==> config.mk <==
export PLATFORM = sky130hd
export DESIGN_NAME = btp_mul
export DESIGN_NICKNAME = d
export VERILOG_FILES = /design/src/design/btp_mul.sv
export SDC_FILE = /design/constraint.sdc
export NUM_CORES = 2
export LEC_CHECK = 0
export BUFFER_PORTS_ARGS = -buffer_cell sky130_fd_sc_hd__clkbuf_2
export CORE_MARGIN = 2
export CORE_UTILIZATION = 70
export CTS_BUF_LIST = sky130_fd_sc_hd__clkbuf_8
export CTS_CLUSTER_DIAMETER = 80
export CTS_CLUSTER_SIZE = 8
export DETAILED_ROUTE_END_ITERATION = 7
export PLACE_DENSITY = 0.95
export SYNTH_ARGS = -nofsm -noshare
export SYNTH_HDL_FRONTEND = slang
export SYNTH_SLANG_ARGS = --single-unit
export TNS_END_PERCENT = 5
==> constraint.sdc <==
create_clock -name clk -period 11.8 [get_ports clk]
set_clock_uncertainty 0.15 [all_clocks]
set_input_delay 1.77 -clock clk [delete_from_list [all_inputs] [get_ports clk]]
set_output_delay 1.77 -clock clk [all_outputs]
set_load 0.03 [all_outputs]
==> src/design/btp_mul.sv <==
`default_nettype none
// ----------------------------------------------------------------------------
// btp_mul: two-stage signed multiplier
// Splits the wide operand into 32-bit slices, registers the slice products,
// then registers their weighted sum.
// ----------------------------------------------------------------------------
module btp_mul #(
  parameter int AW = 32,
  parameter int BW = 24
) (
  input  logic                 clk,
  input  logic signed [AW-1:0] a,
  input  logic signed [BW-1:0] b,
  output logic signed [AW+BW-1:0] p
);

  localparam int PW  = AW + BW;
  localparam int NCH = (AW + 31) / 32;
  localparam int TW  = AW - 32 * (NCH - 1);

  logic signed [PW-1:0] pp [NCH];
  logic signed [PW-1:0] sum;

  for (genvar k = 0; k < NCH; k++) begin : g_chunk
    if (k == NCH - 1) begin : g_top
      logic signed [TW-1:0]    ca;
      logic signed [TW+BW-1:0] prod;
      assign ca   = a[AW-1 -: TW];
      assign prod = ca * b;
      always_ff @(posedge clk) begin
        pp[k] <= PW'(prod);
      end
    end else begin : g_low
      logic signed [32:0]      ca;
      logic signed [33+BW-1:0] prod;
      assign ca   = {1'b0, a[32*k +: 32]};
      assign prod = ca * b;
      always_ff @(posedge clk) begin
        pp[k] <= PW'(prod);
      end
    end
  end

  always_comb begin
    sum = '0;
    for (int k = 0; k < NCH; k++) begin
      sum = sum + (pp[k] <<< (32 * k));
    end
  end

  always_ff @(posedge clk) begin
    p <= sum;
  end

endmodule
`default_nettype wire

[Word-level counts from Yosys, hierarchy flattened]
Memory sizes are Yosys's and may differ from the RTL's. A register that Yosys moved wholly into a read port is not among the register bits.
Cells that the tools add are included.
Cells by class
  multipliers: 1
Operators by type and width (count)
  $mul A32 B24 Y56: 1
Word-level totals
  output and inout bits: 56
  logic and storage cells: 2
  memories kept: 1
  RAM bits: 56
  input port bits: 57
  flip-flop bits (word level): 0
Memory list
  pp: depth 1, bits a word 56, rd ports 1, clocked after memory_dff 1, wr ports 1, RTL line 21  | logic signed [PW-1:0] pp [NCH];

[Longest topological paths before layout]
  word-level depth: 1
  mapped depth: 27
  mapped depth without buffers: 25

[Worst setup path before layout]
OpenSTA, ideal clock, no wires.
  kind: input-to-reg
  from: input a[31]
  to: memory pp[0][54] (netlist name)
  arrival time: 8.345 ns
  stages: 21
  buffers on the path: 1
  library setup time: 0.125 ns
  data required time: 11.525 ns
  slack: 3.180 ns
  path through: clkbuf_1 nand2_1 inv_1 fa_1 fa_1 inv_1 fa_1 inv_1 fa_1 fa_1 fa_1 fa_1 ha_1 a2111o_1 a211o_1 a22oi_1 o21ai_0 a32o_1 a31oi_1 a31oi_1 xor2_1
On the way
  cells in the longest elaborated chain, start to end: 1
RTL lines
  start, declared: RTL line 12  | input logic signed [AW-1:0] a,
  $mul A32 B24 Y56: RTL line 29  | assign prod = ca * b;
  net g_chunk[0].g_top.prod[54]: RTL line 27  | logic signed [TW+BW-1:0] prod;
  end, declared: RTL line 21
The timed path passes the listed nets, and every way through them passes these cells.

[Worst setup path after layout]
  from: input b[0]
  to: memory pp[0][54] (netlist name)
On the way
  cells in the longest elaborated chain, start to end: 1
RTL lines
  start, declared: RTL line 13  | input logic signed [BW-1:0] b,
  $mul A32 B24 Y56: RTL line 29
  net g_chunk[0].g_top.prod[54]: RTL line 27
The timed path passes the listed nets, and every way through them passes these cells.

==> flow_metrics.env <==
export IMPL_synth_seq_area_share_pct=7.63
export IMPL_grt_max_degree=33
export IMPL_required_ns=11.94
export IMPL_critPathSlowestCell="fa_1"
export IMPL_tns_ns=0
export IMPL_cts_tree="built"
export IMPL_rows=75
export IMPL_cts_max_path_buffers=2
export IMPL_finalHoldViolCount=0
export IMPL_reg2reg_slack_ns=11.21
export IMPL_rr_endpoint="p[52]"
export IMPL_antenna_left=0
export IMPL_rsz0062_at_grt="no"
export IMPL_vias=21500
export IMPL_firstDrtPassIters=6
export IMPL_antenna_found_initial=4
export IMPL_synthAdderAreaFrac_pct=59.7
export IMPL_syn_inst=3080
export IMPL_tightestPinTransition_ns=0.961
export IMPL_avgSynthCellArea_um2=9.54
export IMPL_drive_gt1_share_pct=4.83
export IMPL_crit_path_end_kind="flop"
export IMPL_globalplace_congestion=0.965
export IMPL_die_h_um=209
export IMPL_syn_nets=4070
export IMPL_grt_use_total_pct=36.8
export IMPL_hp_start="pp[0][32]"
export IMPL_start_util_pct=70.5
export IMPL_ys_ff_latch=112
export IMPL_dp_hpwl_um=62100
export IMPL_rr_worst_depth=0
export IMPL_synth_top_family_by_area="adder cells"
export IMPL_final_area_um2=30300
export IMPL_drc=0
export IMPL_slew_headroom_pct=35.8
export IMPL_drt_vias_per_instance=5.98
export IMPL_crit_type="in2reg"
export IMPL_synth_area_um2=29400
export IMPL_clock_latency_ns=0.39
export IMPL_ios=113
export IMPL_postCtsSetupRepairBufs=0
export IMPL_synthTopCellsByArea="fa_1, inv_1, and2_1, dfxtp_1, ha_1"
export IMPL_cts_root_buf="clkbuf_8"
export IMPL_fill_cells=2789
export IMPL_critPathMaxFanout=32
export IMPL_cp_cell_sequence="clkbuf_2 -> nand2_1 -> inv_1 -> fa_1 -> fa_1 -> inv_1 -> fa_1 -> inv_1 -> fa_1 -> fa_1 -> fa_1 -> fa_1 -> ha_1 -> a2111o_1 -> a211o_1 -> a22oi_1 -> o21ai_0 -> a32o_1 -> a31oi_1 -> a31oi_1 -> xor2_1"
export IMPL_nets=4048
export IMPL_cp_slowest_stage_delay_ns=0.77
export IMPL_critPathLaunchType="input port"
export IMPL_synthMuxAreaShare_pct=0
export IMPL_synth_edf_count=0
export IMPL_wl_per_cell_um=21.0
export IMPL_grt_pass1_wl_um=124000
export IMPL_yosys_area_top_type_share_pct=53.3
export IMPL_syn_to_final_growth_pct=3.00
export IMPL_dpl_cell_area_um2=30000
export IMPL_async_flop_share_pct=0
export IMPL_cp_common_cell="fa_1"
export IMPL_fmax_mhz=108
export IMPL_maxCapViolations=0
export IMPL_wl_um=75700
export IMPL_fin_crit_sh_pct=78.3
export IMPL_synth_common_cells="fa_1, inv_1, nand2_1"
export IMPL_yosysTopAreaCell="fa_1"
export IMPL_setup_violations=0
export IMPL_portBuffers=112
export IMPL_status="complete, no violations"
export IMPL_synth_most_common_cell="fa_1"
export IMPL_postLayoutSetupSlackWorst_ns=2.57
export IMPL_cts_reportedPaths_clkPinSlew_ns=0.12
export IMPL_synth_compound_area_share_pct=3.93
export IMPL_die_area_um2=43600
export IMPL_cp_arrival_ns=9.38
export IMPL_synth_simple_area_share_pct=15.1
export IMPL_grt_pass1_vias=24600
export IMPL_grt_overflow=0
export IMPL_synthXorXnorAreaFrac_pct=1.73
export IMPL_pre_cts_ws_ns=2.22
export IMPL_finalCriticalPeriod_ns=9.23
export IMPL_die_w_um=209
export IMPL_synth_distinct_cells=66
export IMPL_regToRegStartpoint="pp[0][52]"
export IMPL_detailedRoute_firstIterationViolations=1921
export IMPL_cts_resized_gates=0
export IMPL_hp_class="reg2reg"
export IMPL_min_path_cells=0
export IMPL_core_um2=41700
export IMPL_ys_warn_count=0
export IMPL_hold_end="p[32]"
export IMPL_synth_ff_type="dfxtp_1"
export IMPL_slew_violations=0
export IMPL_cts_buffers=9
export IMPL_cts_sinks=112
export IMPL_cts_max_level=3
export IMPL_hold_buffers=0
-- state kept, by name (all words and copies together), names as in the netlist --
signal	cells
p	56
pp	56
-- stage by stage --
stage	hold WS, ns	util (%)	instances
2_1_floorplan	0.160	-	3080
3_3_place_gp	0.162	72.1	3586
3_5_place_dp	0.162	72.1	3586
4_1_cts	0.180	72.6	3602
5_1_grt	0.175	72.6	3606
6_report	0.176	72.6	3606
-- layout make-up --
type                    count  area, µm²  share of cell area (%)
clock inverters             7       93.8                   0.310
inverters                 772       2900                    9.57
repair buffers            112        561                    1.85
well taps                 539        674                    2.23
clock buffers               9        124                   0.409
diodes                      4       10.0                  0.0331
flip-flops and latches    112       2240                    7.41
multi-input cells        2051      23700                    78.2
-- cell families (layout without fill, tap and decap cells) --
group,after synthesis,in the layout
fa+ha+maj,933,933
buf+inv,917,900
simple gates,894,894
compound gates,166,166
flops,112,112
xor+xnor,58,58
other cells,0,4
-- worst max path at each step --
stage                     start        end  slack, ns  cells after the start
after floorplan           a[31]  pp[0][54]       3.18                     21
after global placement     b[0]  pp[0][54]       2.45                     21
after detailed placement   b[0]  pp[0][54]       2.22                     21
after CTS                  b[0]  pp[0][54]       2.63                     21
after global routing       b[0]  pp[0][54]       2.14                     21
final                      b[0]  pp[0][54]       2.57                     21
-- critical path, delay by kind of cell --
| kind | cells | cell delay, ns |
|---|---|---|
| xor+xnor | 1 | 0.15 |
| buf+inv | 4 | 1.15 |
| simple gates | 1 | 0.19 |
| fa+ha+maj | 8 | 4.37 |
| compound gates | 7 | 1.70 |
-- cells in the final DEF (no fill, tap or decap), types with 12 or more instances in the layout --
cell type | synthesis | routed
a21o_1 | 19 | 19
a21oi_1 | 43 | 43
a31oi_1 | 12 | 12
and2_1 | 371 | 371
clkbuf_2 | 1 | 112
dfxtp_1 | 112 | 112
fa_1 | 783 | 783
ha_1 | 150 | 150
inv_1 | 772 | 772
nand2_1 | 398 | 398
nand3_1 | 14 | 14
nor2_1 | 63 | 63
o21ai_0 | 29 | 29
xnor2_1 | 45 | 45
xor2_1 | 13 | 13
-- routing by layer --
metal | share of wire (%) | routed length, µm | GRT usage [%] | vias to the layer above
met5 | 0 | 0 | 0 | -
met4 | 9.5 | 7200 | 28.6 | 0
met3 | 8.7 | 6550 | 6.91 | 488
met2 | 51 | 38300 | 62.4 | 1416
met1 | 31 | 23600 | 41.2 | 10900
li1 | - | - | - | 8755
Power is not shown: default switching activity piles up to over one toggle a cycle in this logic, so the estimate is an artifact.
