$ cat src/design/btp_dly.sv
`default_nettype none
// ----------------------------------------------------------------------------
// btp_dly: fixed-length register delay line
// Aligns operands and partial terms between pipeline stages.
// ----------------------------------------------------------------------------
module btp_dly #(
  parameter int W = 8,
  parameter int N = 2
) (
  input  logic         clk,
  input  logic [W-1:0] d,
  output logic [W-1:0] q
);

  logic [W-1:0] line [N];

  always_ff @(posedge clk) begin
    line[0] <= d;
    for (int i = 1; i < N; i++) begin
      line[i] <= line[i-1];
    end
  end

  assign q = line[N-1];

endmodule
`default_nettype wire

$ cat config.mk
export PLATFORM = sky130hd
export DESIGN_NAME = btp_dly
export DESIGN_NICKNAME = d
export VERILOG_FILES = /design/src/design/btp_dly.sv
export SDC_FILE = /design/constraint.sdc
export NUM_CORES = 1
export LEC_CHECK = 0
export BUFFER_PORTS_ARGS = -buffer_cell sky130_fd_sc_hd__buf_4
export CORE_AREA = 2 2 43 45
export CTS_CLUSTER_DIAMETER = 120
export DETAILED_ROUTE_END_ITERATION = 7
export DIE_AREA = 0 0 45 47
export PLACE_DENSITY = 0.49
export SYNTH_ARGS = -nofsm -noshare
export SYNTH_HDL_FRONTEND = slang
export SYNTH_SLANG_ARGS = --single-unit
$ cat constraint.sdc
create_clock -name clk -period 0.85 [get_ports clk]
set_clock_uncertainty 0.2 [all_clocks]
set_input_delay 0.17 -clock clk [delete_from_list [all_inputs] [get_ports clk]]
set_output_delay 0.17 -clock clk [all_outputs]
set_load 0.03 [all_outputs]
# Yosys cells after proc, flatten, opt, wreduce, memory -nomap -nowiden
# Memory sizes are Yosys's and may differ from the RTL's.
# Cells that the tools add are included.
word_totals:
  register_bits: 0
  mem_bits_rw: 16
  input_bits: 9
  out_inout_bits: 8
  elab_cells: 1
  mem_count: 1
mem_list:
  columns: ["memory", "words", "width", "read_ports", "rd_clocked_by_memory_dff", "write_ports", "line_no", "rtl"]
  rows:
  - ["line", 2, 8, 2, 0, 2, "15", "logic [W-1:0] line [N];"]

# Logic depth before layout (Yosys ltp)
# Gate-level depths: netlist (run 1).
depth:
  ltp_word: 0
  mapped_depth: 1
  ltp_nobuf: 0

# Worst setup path before layout (run 1)
# Ideal clock, no wire load.
synth_timing:
  path_type: "flip-flop to output port"
  from: "mem line[1][0], in the netlist line[0][8]"
  to: "out q[0]"
  arrival_ps: 427
  t_required_ps: 480
  setup_slack_ps: 53
  path_stages_with_launch: 2
  path_buffers: 1
  cell_sequence: "dfxtp_1 > buf_4"
synth_rtl:
  columns: ["element", "line_no", "rtl"]
  rows:
  - ["start, declared", "15", null]
  - ["end, declared", "12", "output logic [W-1:0] q"]

==> summary.md, run 1 <==
| Metric | Value |
|---|---|
| Vias in the first global route | 194 |
| Final worst slack | -0.237 ns |
| Slew Limit Headroom | 0.949 |
| CP Cell Sequence | buf_6 |
| GP Congestion | 0.541 |
| Worst-path clk slew | 0.08 ns |
| Worst Hold Class | reg -> reg |
| CP startpoint kind | flop |
| CP Capture Type | output port |
| Fin crit period | 1.09 ns |
| Largest net degree at the start of global routing | 9 |
| Clk pwr share | 0.272 |
| WP depth | 1 |
| Clock root cell | clkbuf_4 |
| VDD IR-drop max | 0.554 mV |
| Crit path DAT | 0.72 ns |
| Worst Tran Pin Value | 0.0768 ns |
| MaxCap Viol Count | 0 |
| Failing checks | setup timing |
| Global-route wire length before repair | 738 µm |
| Via count | 208 |
| # diodes | 0 |
| Seq pwr share | 0.622 |
| CORE AREA | 1650 µm² |
| Post-synth net total | 33 |
| Crit share post-route | 1.28 |
| Comb pwr share | 0.106 |
| Final Net Count | 54 |
| Worst Path Max Fanout | 1 |
| CP delay by family, top | flip-flops |
| CTS Sinks | 16 |
| Wire length per cell | 8.88 µm |
| Top reg by flops | line |
| Max Slew Vio Count | 0 |
| Number of register bits inferred by synthesis | 16 |
| Hold_sp | line[0][4] |
| P&R area growth vs syn | 58.9% |
| Yosys warns | 0 |
| Cell area after synthesis | 380 µm² |
| Final setup vio count | 13 |
| CTS tree | yes |
| Final wirelength | 533 µm |
| Worst skew pair latency | 0.27 ns |
| End of the worst hold path | line[0][12] |
| Gr usage total | 0.0562 |
| Setup Crit Path Kind | reg -> out |
| Flop2flop setup slack | 0.24 ns |
| Die H | 47 µm |
| Seq/Total Area, Yosys | 0.842 |
| Slowest cell on the critical path | dfxtp_2 |
| R2R depth | 0 |
| Depth of the worst hold-timing path | 0 |
| TritonCTS Buffers | 3 |
| Number of H-tree levels | 1 |
| DR iter-0 viols | 0 |
| Data required, critical path | 0.48 ns |
| Dpl cells | 49 |
| RSZ-0062 raised after global routing | true |
| CTS max path bufs | 2 |
| Share of layout cells above drive strength 1 | 0.628 |
| Post-DRT Antenna Nets | 0 |
| Synth unique cells | 2 |
| Power per cell area | 2150 nW/µm² |
| Fin cells | 60 |
| DP Area | 462 µm² |
| Grt ovf | 0 |
| Vias per cell | 3.47 |
| Fmax | 0.920 GHz |
| Worst reg2reg path startpoint | line[0][5] |
| Pleak | 0.269 nW |
| Footprint of the multi-input gates | 0 µm² |
| Final hold violations | 0 |
| Cells after synthesis | 24 |
| Registers with the most flip-flops | line x16 |
| Number of flip-flops in the largest register | 16 |
| Mapped Avg Cell Area | 15.8 µm² |
| Final Power | 0.00130 W |
| Site Rows | 15 |
| Worst Path Buf+Inv | 1 |
| Initial Utilization | 0.230 |
| Port Buffers | 16 |
| Post-route cell area | 604 µm² |
| Internal | 0.00104 W |
| Sw Share | 0.198 |
| Comb_multi_in | 0 |
| Pre-antenna DRT Iters | 1 |
| Ports | 17 |
| DR DRC count | 0 |
| DIE AREA | 2120 µm² |
| Slowest stage delay, CP | 0.33 ns |
| Net Sw Power | 0.000257 W |
| Initial antenna violation count | 0 |
| Chip width | 45 µm |
| Outcome | complete, but fails checks |
| R2R Path End | line[0][13] |
==> metal layers <==
| metal | GRT usage | up-vias | share of wire |
|---|---|---|---|
| li1 | - | 104 | - |
| met1 | 0.0471 | 93 | 0.29 |
| met2 | 0.0914 | 9 | 0.58 |
| met3 | 0.0231 | 2 | 0.11 |
| met4 | 0.0706 | 0 | 0.011 |
| met5 | 0 | - | 0 |
==> power by group through the flow <==
stage	clock (W)	combinational (W)	sequential, W
after floorplan	0	0.0000701	0.000813
after global placement	0	0.0000988	0.000814
after detailed placement	0	0.0000991	0.000817
after CTS	0.000376	0.000139	0.000807
after global routing	0.000413	0.000143	0.000811
final	0.000353	0.000138	0.000806
==> cell usage in the layout, fill, tap and decap left out <==
cell / netlist / layout
dlygate4sd3_1: 0 / 8
buf_4: 8 / 8
dfxtp_1: 16 / 8
dfxtp_2: 0 / 8
buf_6: 0 / 8
clkbuf_4: 0 / 3
==> cells by family (layout without fill, tap and decap cells) <==
logic type             Yosys count  count (layout)  share of synthesized area
flip-flops                      16              16                      0.842
buffers and inverters            8              27                      0.158
==> stage by stage <==
stage	TNS, ns	utilization	setup slack [ns]	hold WS [ns]
final	-1.89	0.366	-0.237	0.130
after global placement	0	0.280	0.0420	0.0745
after floorplan	0	-	0.0528	-0.00228
after detailed placement	0	0.280	0.0340	0.0754
after global routing	-2.17	0.366	-0.283	0.138
after CTS	-1.98	0.366	-0.253	0.129
==> layout make-up <==
| cell class | instances | area (µm²) |
|---|---|---|
| repair buffers | 24 | 230 |
| fillers | 173 | 1050 |
| clock buffers | 3 | 22.5 |
| well taps | 17 | 21.3 |
| flip-flops and latches | 16 | 330 |
==> worst max-delay path by stage <==
stage / from / end
after CTS: line[0][9] / q[1]
final: line[0][15] / q[7]
after detailed placement: line[0][9] / q[1]
after floorplan: line[0][8] / q[0]
after global placement: line[0][13] / q[5]
after global routing: line[0][12] / q[4]
==> synth_stat cells <==
cell type / instances / area (µm²)
buf_4: 8 / 60.1
dfxtp_1: 16 / 320
==> timing repair <==
item	in CTS	in global routing
endpoints found under the setup margin	8	9
buffers inserted	0	0
hold buffers	8	1
resized for setup	16	0
endpoints found under the hold margin	8	1
(Power assumes the default switching activity.)
==> run 2: changes to the inputs <==
--- a/config.mk
+++ b/config.mk
@@ -11,6 +11,7 @@
 export DETAILED_ROUTE_END_ITERATION = 7
 export DIE_AREA = 0 0 45 47
 export PLACE_DENSITY = 0.49
+export RECOVER_POWER = 100
 export SYNTH_ARGS = -nofsm -noshare
 export SYNTH_HDL_FRONTEND = slang
 export SYNTH_SLANG_ARGS = --single-unit
==> run 2 against run 1 <==
  * The flow still finishes with violations (setup timing)
  * Combinational power hardly changed
  * Setup slack hardly changed
  * Worst hold slack stayed put
  * Register-to-register slack barely moved
  * Cell area did not move
  * Critical path depth unchanged
  * Die area stayed put
  * Critical endpoint unchanged
==> summary.md, run 2 (same netlist as run 1, synthesis figures left out) <==
| Metric | Value |
|---|---|
| GP Congestion | 0.541 (unchanged) |
| Footprint of the multi-input gates | 0 µm² (unchanged) |
| Global-route wire length before repair | 738 µm (unchanged) |
| Wire length per cell | 8.83 µm (was 8.88 µm) |
| Worst Path Buf+Inv | 1 (unchanged) |
| CP delay by family, top | flip-flops (unchanged) |
| CTS Sinks | 16 (unchanged) |
| CTS tree | yes (unchanged) |
| Worst Path Max Fanout | 1 (unchanged) |
| Comb_multi_in | 0 (unchanged) |
| Initial Utilization | 0.230 (unchanged) |
| Final worst slack | -0.237 ns (about the same) |
| Number of H-tree levels | 1 (unchanged) |
| Hold slack | 0.130 ns (unchanged) |
| CTS max path bufs | 2 (unchanged) |
| Failing checks | setup timing (unchanged) |
| Slew Limit Headroom | 0.949 (unchanged) |
| Grt ovf | 0 (unchanged) |
| Crit path DAT | 0.72 ns (about the same) |
| P&R area growth vs syn | 58.9% (unchanged) |
| Worst Tran Pin Value | 0.0768 ns (unchanged) |
| Final setup vio count | 13 (unchanged) |
| RSZ-0062 raised after global routing | true (unchanged) |
| Final wirelength | 530 µm (was 533 µm) |
| DR iter-0 viols | 0 (unchanged) |
| Max Slew Vio Count | 0 (unchanged) |
| Port Buffers | 16 (unchanged) |
| Ports | 17 (unchanged) |
| Site Rows | 15 (unchanged) |
| Vias in the first global route | 194 (unchanged) |
| Fin crit period | 1.09 ns (about the same) |
| Final Net Count | 54 (unchanged) |
| Initial antenna violation count | 0 (unchanged) |
| Most frequent cells in the layout | dlygate4sd3_1, dfxtp_1, dfxtp_2, buf_6, clkbuf_4 (was dlygate4sd3_1, buf_4, dfxtp_1, dfxtp_2, buf_6) |
| Largest net degree at the start of global routing | 9 (unchanged) |
| Pre-antenna DRT Iters | 1 (unchanged) |
| Slowest cell on the critical path | dfxtp_2 (unchanged) |
| Final hold violations | 0 (unchanged) |
| CP startpoint kind | flop (unchanged) |
| Gr usage total | 0.0562 (unchanged) |
| Register area | 330 µm² (unchanged) |
| Fmax | 0.920 GHz (about the same) |
| Vias per cell | 3.47 (unchanged) |
| Worst Hold Class | reg -> reg (unchanged) |
| CORE AREA | 1650 µm² (unchanged) |
| Pleak | 0.268 nW (was 0.269 nW) |
| Power per cell area | 2140 nW/µm² (was 2150 nW/µm²) |
| MaxCap Viol Count | 0 (unchanged) |
| Worst skew pair latency | 0.27 ns (about the same) |
| # diodes | 0 (unchanged) |
| Post-DRT Antenna Nets | 0 (unchanged) |
| CP Cell Sequence | buf_6 (unchanged) |
| Registers with the most flip-flops | line x16 (unchanged) |
| VDD IR-drop max | 0.553 mV (was 0.554 mV) |
| TritonCTS Buffers | 3 (unchanged) |
| DR DRC count | 0 (unchanged) |
| Setup bufs post-CTS | 0 (unchanged) |
| Clock root cell | clkbuf_4 (unchanged) |
| Via count | 208 (unchanged) |
| Crit share post-route | 1.28 (about the same) |
| Slowest stage delay, CP | 0.33 ns (about the same) |
| CP Capture Type | output port (unchanged) |
| Setup Crit Path Kind | reg -> out (unchanged) |
| Worst-path clk slew | 0.08 ns (about the same) |
| Chip width | 45 µm (unchanged) |
| Die H | 47 µm (unchanged) |
| Data required, critical path | 0.48 ns (about the same) |
| Share of layout cells above drive strength 1 | 0.628 (unchanged) |
| Top reg by flops | line (unchanged) |
| Setup tns final | -1.89 ns (about the same) |
| DIE AREA | 2120 µm² (unchanged) |
| Number of flip-flops in the largest register | 16 (unchanged) |
| Fillers | 173 (unchanged) |
| Outcome | complete, but fails checks (unchanged) |
[run 2: changes by cell type in the layout (fill, tap and decap cells not counted)]
cell,previous run,this run
clkbuf_4,3,7
buf_4,8,4
[run 2: where the power goes]
group	leakage [nW]	internal (W)	switching (W)
clock network	0.0138	0.000164	0.000189
logic	0.119	0.0000823	0.0000546
registers	0.135	0.000793	0.0000133
total	0.268	0.00104	0.000257
[run 2: final timing paths]
path	from	endpoint	slack, ns	depth (start not counted)
min reg2reg	line[0][4]	line[0][12]	0.13	0
max	line[0][15]	q[7]	-0.24	1
max reg2reg	line[0][5]	line[0][13]	0.24	0
min	line[0][4]	line[0][12]	0.13	0
[run 2: per-layer routing]
| metal | share of wire | track usage | vias up |
|---|---|---|---|
| met5 | 0 | 0 | - |
| met4 | 0.011 | 0.0706 | 0 |
| met3 | 0.12 | 0.0231 | 2 |
| met2 | 0.58 | 0.0914 | 9 |
| met1 | 0.29 | 0.0471 | 93 |
| li1 | - | - | 104 |
[run 2: layout make-up]
class | count | share of cell area
clock buffers | 3 | 0.0373
flip-flops and latches | 16 | 0.547
well taps | 17 | 0.0352
repair buffers | 24 | 0.381
[run 2: what timing repair did]
action / in CTS / in global routing
gates cloned: 0 / 0
setup endpoints to repair: 8 / 9
hold buffers: 8 / 1
gates resized for setup: 16 / 0
hold endpoints to repair: 8 / 1
[run 2: stage by stage]
step	utilization	total power (W)	area, µm²	worst slack, ns	instances
2_1_floorplan	-	0.000883	380	0.0528	24
3_3_place_gp	0.280	0.000913	462	0.0420	49
3_5_place_dp	0.280	0.000916	462	0.0340	49
4_1_cts	0.366	0.00132	604	-0.253	60
5_1_grt	0.366	0.00137	604	-0.283	60
6_report	0.366	0.00130	604	-0.237	60
==> run 3: changes to the inputs <==
--- a/config.mk
+++ b/config.mk
@@ -10,8 +10,10 @@
 export CTS_CLUSTER_DIAMETER = 120
 export DETAILED_ROUTE_END_ITERATION = 7
 export DIE_AREA = 0 0 45 47
+export HOLD_SLACK_MARGIN = 0.02
 export PLACE_DENSITY = 0.49
 export RECOVER_POWER = 100
+export SKIP_CTS_REPAIR_TIMING = 1
 export SYNTH_ARGS = -nofsm -noshare
 export SYNTH_HDL_FRONTEND = slang
 export SYNTH_SLANG_ARGS = --single-unit
==> run 3 against run 2 <==
  * Wire length increased by 7.5%
  * Sequential share of layout area unchanged
  * Critical path depth unchanged
  * Fmax about the same
  * First-iteration DRC count unchanged
  * Core utilization unchanged
  * Sequential power about the same
  * Clock-buffer cell count unchanged
  * Critical endpoint unchanged
  * Flip-flop and latch count unchanged
  * The run still ends with setup timing left
  * Via count unchanged
  * Final cell count unchanged
  * Die area unchanged
==> summary.md, run 3 (same netlist as run 1, synthesis figures left out) <==
| Metric | Value |
|---|---|
| Outcome | complete, but fails checks (unchanged) |
| Failing checks | setup timing (unchanged) |
| Vias in the first global route | 177 (was 194) |
| Top reg by flops | line (unchanged) |
| Data required, critical path | 0.48 ns (about the same) |
| Most frequent cells in the layout | dlygate4sd3_1, buf_4, dfxtp_1, dfxtp_2, buf_6 (was dlygate4sd3_1, dfxtp_1, dfxtp_2, buf_6, clkbuf_4) |
| Final setup vio count | 16 (was 13) |
| Grt met3 use | 0.0308 (was 0.0231) |
| RSZ-0062 raised after global routing | true (unchanged) |
| CP delay by family, top | flip-flops (unchanged) |
| Seq pwr share | 0.620 (was 0.622) |
| GP Congestion | 0.541 (unchanged) |
| Footprint of the multi-input gates | 0 µm² (unchanged) |
| CTS tree | yes (unchanged) |
| TritonCTS Buffers | 3 (unchanged) |
| CTS Sinks | 16 (unchanged) |
| GR Util met1 | 0.0424 (was 0.0471) |
| Sw Share | 0.200 (was 0.198) |
| Registers with the most flip-flops | line x16 (unchanged) |
| P&R area growth vs syn | 58.9% (unchanged) |
| Via count | 208 (unchanged) |
| Met2 Use GR | 0.0629 (was 0.0914) |
| Net Sw Power | 0.000260 W (was 0.000257 W) |
| Final Net Count | 54 (unchanged) |
| Worst skew pair latency | 0.26 ns (was 0.27 ns) |
| Internal | 0.00104 W (about the same) |
| Post-route cell area | 604 µm² (unchanged) |
| Dpl ws | 0.0340 ns (unchanged) |
| Worst Tran Pin Value | 0.0760 ns (was 0.0768 ns) |
| Largest net degree at the start of global routing | 9 (unchanged) |
| Grt ovf | 0 (unchanged) |
| Comb_multi_in | 0 (unchanged) |
| Fin crit period | 1.09 ns (about the same) |
| Site Rows | 15 (unchanged) |
| CP Cell Sequence | buf_6 (unchanged) |
| Worst Path Buf+Inv | 1 (unchanged) |
| MaxCap Viol Count | 0 (unchanged) |
| Final hold violations | 0 (unchanged) |
| Worst Path Max Fanout | 1 (unchanged) |
| DP Area | 462 µm² (unchanged) |
| Die H | 47 µm (unchanged) |
| Fmax | 0.920 GHz (about the same) |
| Comb pwr share | 0.108 (was 0.106) |
| Global-route wire length before repair | 641 µm (was 738 µm) |
| Clk pwr share | 0.272 (about the same) |
| Max Slew Vio Count | 0 (unchanged) |
| Number of flip-flops in the largest register | 16 (unchanged) |
| CP Capture Type | output port (unchanged) |
| Pre-antenna DRT Iters | 1 (unchanged) |
| Post-DRT Antenna Nets | 0 (unchanged) |
| Worst Hold Class | reg -> reg (unchanged) |
| Initial antenna violation count | 0 (unchanged) |
| VDD IR-drop max | 0.528 mV (was 0.553 mV) |
| Slowest cell on the critical path | dfxtp_2 (unchanged) |
| Gr usage total | 0.0482 (was 0.0562) |
| GRT busiest layer | met4 (was met2) |
| # diodes | 0 (unchanged) |
| DR iter-0 viols | 0 (unchanged) |
| DIE AREA | 2120 µm² (unchanged) |
| Chip width | 45 µm (unchanged) |
| DR DRC count | 0 (unchanged) |
| Crit share post-route | 1.28 (about the same) |
| Power per cell area | 2150 nW/µm² (was 2140 nW/µm²) |
| CORE AREA | 1650 µm² (unchanged) |
| Share of layout cells above drive strength 1 | 0.628 (unchanged) |
| CTS max path bufs | 2 (unchanged) |
| Vias per cell | 3.47 (unchanged) |
| Worst-path clk slew | 0.08 ns (about the same) |
| Wire length per cell | 9.50 µm (was 8.83 µm) |
| Setup Crit Path Kind | reg -> out (unchanged) |
| CP startpoint kind | flop (unchanged) |
| Ports | 17 (unchanged) |
| Crit path DAT | 0.72 ns (about the same) |
| Final wirelength | 570 µm (was 530 µm) |
| Slowest stage delay, CP | 0.33 ns (about the same) |
| Initial Utilization | 0.230 (unchanged) |
| Pleak | 0.269 nW (was 0.268 nW) |
| Setup tns final | -1.99 ns (was -1.89 ns) |
| Clock root cell | clkbuf_4 (unchanged) |
| Port Buffers | 16 (unchanged) |
| Final worst slack | -0.237 ns (about the same) |
| Slew Limit Headroom | 0.949 (about the same) |
| Number of H-tree levels | 1 (unchanged) |
## run 3: cell types whose count changed in the layout (fill, tap and decap cells not counted), sizes merged
cell,change
buf,+4
clkbuf,-4
## run 3: final timing paths
path / from / to / slack (ns) / depth (start not counted)
worst max-delay path: line[0][15] / q[7] / -0.24 / 1
worst min-delay path: line[0][4] / line[0][12] / 0.13 / 0
worst max register to register: line[0][5] / line[0][13] / 0.24 / 0
worst min register to register: line[0][4] / line[0][12] / 0.13 / 0
## run 3: cell type report
| class | count | area, µm² |
|---|---|---|
| Tap cell | 17 | 21.3 |
| Fill cell | 178 | 1050 |
| Sequential cell | 16 | 330 |
| Timing Repair Buffer | 24 | 230 |
| Clock buffer | 3 | 22.5 |
## run 3: per-layer routing
layer,routed length [µm],vias up,share of wire
met3,60,2,0.11
met5,0,-,0
met2,335,9,0.59
li1,-,104,-
met4,6,0,0.011
met1,166,93,0.29
## run 3: metrics by stage
| step | utilization | power [W] | instances | hold WS, ns |
|---|---|---|---|---|
| after global placement | 0.280 | 0.000913 | 49 | 0.0745 |
| final | 0.366 | 0.00130 | 60 | 0.130 |
| after global routing | 0.366 | 0.00137 | 60 | 0.138 |
| after CTS | 0.293 | 0.00127 | 52 | -0.213 |
| after floorplan | - | 0.000883 | 24 | -0.00228 |
| after detailed placement | 0.280 | 0.000916 | 49 | 0.0754 |
## run 3: power groups by stage
stage               clock network, W  registers (W)   logic, W
floorplan                          0       0.000813  0.0000701
global placement                   0       0.000814  0.0000988
detailed placement                 0       0.000817  0.0000991
CTS                         0.000376       0.000799  0.0000991
global route                0.000413       0.000811   0.000146
finish                      0.000353       0.000807   0.000140
